### config.mk
export PLATFORM = sky130hd
export DESIGN_NAME = bsr_ctrl
export DESIGN_NICKNAME = d
export VERILOG_FILES = /design/src/rtl/bsr_pkg.sv /design/src/rtl/bsr_ctrl.sv
export SDC_FILE = /design/constraint.sdc
export NUM_CORES = 1
export LEC_CHECK = 0
export ABC_AREA = 1
export BUFFER_PORTS_ARGS = -buffer_cell sky130_fd_sc_hd__buf_2
export CORE_AREA = 2 2 39 41
export CTS_BUF_LIST = sky130_fd_sc_hd__clkbuf_16
export CTS_CLUSTER_DIAMETER = 100
export DETAILED_ROUTE_END_ITERATION = 7
export DIE_AREA = 0 0 41 43
export HOLD_SLACK_MARGIN = 0.03
export SLEW_MARGIN = 20
export SYNTH_ARGS = -nofsm -noshare
export SYNTH_HDL_FRONTEND = slang
export SYNTH_SLANG_ARGS = --single-unit
### constraint.sdc
create_clock -name clk -period 1.1 [get_ports clk]
set_clock_uncertainty 0.05 [all_clocks]
set_input_delay 0.22 -clock clk [delete_from_list [all_inputs] [get_ports clk]]
set_output_delay 0.22 -clock clk [all_outputs]
set_load 0.02 [all_outputs]
### src/rtl/bsr_pkg.sv
// bsr_pkg: request/response types, op and status codes and the
// controller command struct for the bitstream reader
// no dependencies

package bsr_pkg;

    // request op codes
    localparam logic [2:0] OP_CLEAR  = 3'd0;
    localparam logic [2:0] OP_APPEND = 3'd1;
    localparam logic [2:0] OP_PEEK   = 3'd2;
    localparam logic [2:0] OP_READ   = 3'd3;
    localparam logic [2:0] OP_SKIP   = 3'd4;
    localparam logic [2:0] OP_REWIND = 3'd5;

    // response status codes
    localparam logic [1:0] STAT_OK      = 2'd0;
    localparam logic [1:0] STAT_OVERRUN = 2'd1;
    localparam logic [1:0] STAT_FULL    = 2'd2;

    // widest field a peek or read returns
    localparam int MAX_FETCH = 32;

    typedef struct packed {
        logic [2:0]  op;
        logic [7:0]  data_byte;
        logic [15:0] bit_count;
    } bsr_req_t;

    typedef struct packed {
        logic [31:0] value;
        logic [15:0] bits_remaining;
        logic [15:0] bits_consumed;
        logic        byte_aligned;
        logic        trailing_only;
        logic        more_data;
        logic [1:0]  status;
    } bsr_rsp_t;

    typedef struct packed {
        logic capture;   // take the request, start the bank reads
        logic commit;    // update reader state, load the response register
    } bsr_cmd_t;

endpackage

### src/rtl/bsr_ctrl.sv
// bsr_ctrl: two-state controller for the bitstream reader, owns the
// handshakes and the response valid flag
// depends on bsr_pkg

module bsr_ctrl
    import bsr_pkg::*;
(
    input  logic     clk,
    input  logic     rst_n,
    input  logic     req_valid,
    output logic     req_ready,
    output logic     rsp_valid,
    input  logic     rsp_ready,
    output bsr_cmd_t cmd
);

    typedef enum logic [1:0] {
        ST_IDLE = 2'b01,
        ST_EXEC = 2'b10
    } state_t;

    state_t state_reg;
    state_t state_next;
    logic   rsp_valid_reg;
    logic   rsp_valid_next;

    assign req_ready   = (state_reg == ST_IDLE);
    assign cmd.capture = req_valid && req_ready;
    // finish only when the response register is free or being emptied
    assign cmd.commit  = (state_reg == ST_EXEC) && (!rsp_valid_reg || rsp_ready);
    assign rsp_valid   = rsp_valid_reg;

    always_comb
    begin
        state_next = state_reg;
        case (state_reg)
            ST_IDLE:
            begin
                if (cmd.capture)
                begin
                    state_next = ST_EXEC;
                end
            end
            ST_EXEC:
            begin
                if (cmd.commit)
                begin
                    state_next = ST_IDLE;
                end
            end
            default:
            begin
                state_next = ST_IDLE;
            end
        endcase
    end

    assign rsp_valid_next = cmd.commit || (rsp_valid_reg && !rsp_ready);

    always_ff @(posedge clk or negedge rst_n)
    begin
        if (!rst_n)
        begin
            state_reg     <= ST_IDLE;
            rsp_valid_reg <= 1'b0;
        end
        else
        begin
            state_reg     <= state_next;
            rsp_valid_reg <= rsp_valid_next;
        end
    end

endmodule

## Yosys cells after proc, flatten, opt, wreduce, memory -nomap -nowiden

Index checks and enable logic that the tools add are counted.

- Register bits: 3
- Output and inout port bits: 4

- Equal/unequal tests: 4
- Muxes and demuxes: 3
- Reductions and logical operators: 8

Operator list:

| kind | number |
|---|---|
| $mux W2 | 2 |
| $pmux W2 S2 | 1 |
| $logic_and A1 B1 Y1 | 3 |
| $eq A2 B1 Y1 const B | 1 |
| $eq A2 B2 Y1 const B | 1 |
| $logic_not A1 Y1 | 2 |
| $logic_or A1 B1 Y1 | 2 |
| $ne A2 B1 Y1 const B | 1 |
| $ne A2 B2 Y1 const B | 1 |
| $reduce_and A2 Y1 | 1 |

## Depth between registers and ports, before layout

- Word-level depth: 5
- Mapped depth: 5

## Worst setup path before layout

Ideal clock, no wire load.

- Path kind: reg-to-output
- Start: register rsp_valid_reg (netlist: rsp_valid)
- End: output cmd[0] (netlist bit)
- Arrival time: 892 ps
- Path slack: -62 ps
- Stages on the path, launching flop included: 4
- Buffers on the path: 0
- Path through: dfrtp_1 nand2_1 inv_1 nor2_1

RTL lines:

| what | line | text |
|---|---|---|
| from (decl) | bsr_ctrl.sv:24 | `logic rsp_valid_reg;` |
| from (signal assigned) | bsr_ctrl.sv:70 | `rsp_valid_reg <= rsp_valid_next;` |
| to (decl) | bsr_ctrl.sv:14 | `output bsr_cmd_t cmd` |

==> results.toml <==
[run_status]
outcome = "complete, but fails checks"
violations = "setup timing"

[clock_tree]
clk_pin_slew_worst_paths_ns = 0.03
clk_latency_ns = 0.23
cts-root-buf = "clkbuf_16"
h-tree-depth = 1
postCtsSetupBuffers = 0
ctsLongestPathBuffers = 2
cts.sinks = 3
cts_inserted_buffers = 3
cts_tree = "yes"

[route]
final_antenna_net_count = 0
dr.pass1.iters = 4
drtIter0Drc = 3
remaining_drc_errors = 0
vias = 163
viasPerCell = 3.196
totalWireLength_um = 489
wl_per_cell_um = 9.588

[final_layout]
syn2layout_area_growth_pct = 122.8
multi_input_area_um2 = 58.81
final_cells = 51
fillCellCount = 149
drive_gt1_share_pct = 54.29
num_antenna_cells = 0
fin_area_um2 = 342.8
nets = 40
ff_latch_area_um2 = 76.32
fin_util_pct = 24.77
largest_reg_flops = 2

[setup_path]
max_stage_delay_ns = 0.53
cp-start-kind = "register"
r2r-start = "state_reg[0]"
path_max_fanout = 2
worst_path_max_delay_cell = "dfstp_2"
crit_chain = "nand2_2, nor2_4, buf_6"
crit_type = "register to primary output"
cp_top_family = "flip-flops"
setup.worst_path.start = "state_reg[0]"
critical_path_required_ns = 0.83
critPathBufInv = 1
r2r_setup_slack_ns = 0.06
arrival_ns = 1.08
end_kind = "primary output"

[logic_synthesis]
yosys_warnings = 0
ys_ff_latch = 3
syn-instance-count = 21
syn_avg_cell_area_um2 = 7.328
synthMuxAreaShare_pct = 0
synth_common_cells = "6 x inv_1, 5 x nand2_1"
ys_top_cells_by_area = "dfrtp_1 33%, dfstp_2 17%, inv_1 15%, nand2_1 12%, nand2_2 8.1%"
yosysMostFrequentCell = "inv_1"
ys_seq_area_share_pct = 49.59
synth_top_family_by_area = "simple AND/OR/NAND/NOR gates"
synth_nets = 25
synth_compound_area_share_pct = 0
synth_cell_types = 8
synth_fa_ha_area_share_pct = 0
synth-main-ff-cell = "dfrtp_1"
synth-xor-area-share_pct = 0
synth_area_um2 = 153.9
synthSimpleGateAreaFrac_pct = 33.33
synth_edf_count = 0
async_reset_ff_share_pct = 100.0
yosysTopAreaCell = "dfrtp_1"
yosys.area.top_type_share_pct = 32.52

[place]
portBuffers = 7
dp_slack_ns = -0.007951
dp_cells = 46
gp_congestion = 0.5762
dpl_cell_area_um2 = 226.5
dp_hpwl_um = 260

[floorplan]
start_util_pct = 11.12
die_h_um = 43
dieArea_um2 = 1763
pin_count = 8
dieWidth_um = 41
rows = 14
core_area_um2 = 1384

[global_route]
grt_pass1_vias = 177
antenna_found_initial = 0
grt-ovfl-total = 0
grt_start_max_net_pins = 4
grtUsageTotal_pct = 7.315
grt_pass1_wl_um = 676

[power_and_ir_drop]
sw_frac_of_total_pct = 22.63
p_int_w = 0.0006567
p_switching_w = 0.0001921
seqPwrFrac_pct = 16.0
pwr-share-comb_pct = 15.3
ir_drop_mv = 0.7137
power.density_nw_per_um2 = 2476
clock_power_share_pct = 68.7
power_w = 0.0008488
p_leak_nw = 0.2029

[timing]
maxSlewViolCount = 0
setup_viol = 3
slew_headroom_pct = 91.75
fin_crit_sh_pct = 122.5
rsz0062_at_grt = "true"
hold_viol_final = 0
worst_pin_slew_ns = 0.1234
fmax_mhz = 742.1
final.setup.worst_slack_ns = -0.2475
layout_min_cycle_time_ns = 1.348

[min_path]
hp-class = "input pin to register"
hp-start = "req_valid"

[flow_run]
maxCapViolCount = 0
cell type report:
cell class	instances	area share (%)
Clock buffer	3	21.90
Inverter	7	7.664
Tap cell	16	5.839
Clock inverter	1	1.095
Timing Repair Buffer	10	24.09
Sequential cell	3	22.26
Multi-Input combinational cell	11	17.15
logic make-up after synthesis:
group	after synthesis
flops	3
buf+inv	7
simple gates	11
worst reg2reg max path, stage by stage, from the launching register on:
cell,delay [ns]
dfstp_2,0.53
inv_1,0.05
nand2_2,0.07
buf_6,0.10
inv_1,0.03
nand2_1,0.04
nand2_1,0.04
power by group through the flow:
stage | combinational [W] | sequential, W | clock, W
floorplan | 0.0000562 | 0.000142 | 0
global placement | 0.0000988 | 0.000136 | 0
detailed placement | 0.000100 | 0.000136 | 0
CTS | 0.000122 | 0.000135 | 0.000576
global route | 0.000141 | 0.000138 | 0.000597
finish | 0.000130 | 0.000136 | 0.000583
cell usage in the layout, fill, tap and decap left out, drive strengths merged:
cell,instances
nand2,7
inv,8
buf,9
nor2,4
dfrtp,2
dfstp,1
clkbuf,3
dlygate4sd3,1
final timing paths:
check | end | cells after the start
setup / recovery | cmd[1] | 3
hold / removal | state_reg[1] | 3
setup reg to reg | state_reg[1] | 6
hold reg to reg | rsp_valid | 2
max in group asynchronous | state_reg[0] | 2
min in group asynchronous | rsp_valid | 2
metal layers:
| layer | part of all wire (%) | wire (µm) | track usage [%] |
|---|---|---|---|
| met5 | 0 | 0 | 0 |
| met4 | 10 | 49 | 12.00 |
| met3 | 6.7 | 33 | 3.141 |
| met2 | 56 | 276 | 11.25 |
| met1 | 26 | 129 | 4.153 |
what timing repair did:
action,CTS,global route
endpoints found under the setup margin,3,4
hold buffers,1,0
hold endpoints to repair,3,0
gates resized for setup,6,2
through the flow:
stage	hold slack, ns	setup TNS [ns]
floorplan	-0.1256	0
global placement	-0.03115	-0.004608
detailed placement	-0.02949	-0.007951
CTS	0.1632	-0.5893
global route	0.1891	-0.7794
finish	0.1641	-0.6671
Note: power is estimated with default switching activity, not from simulation.
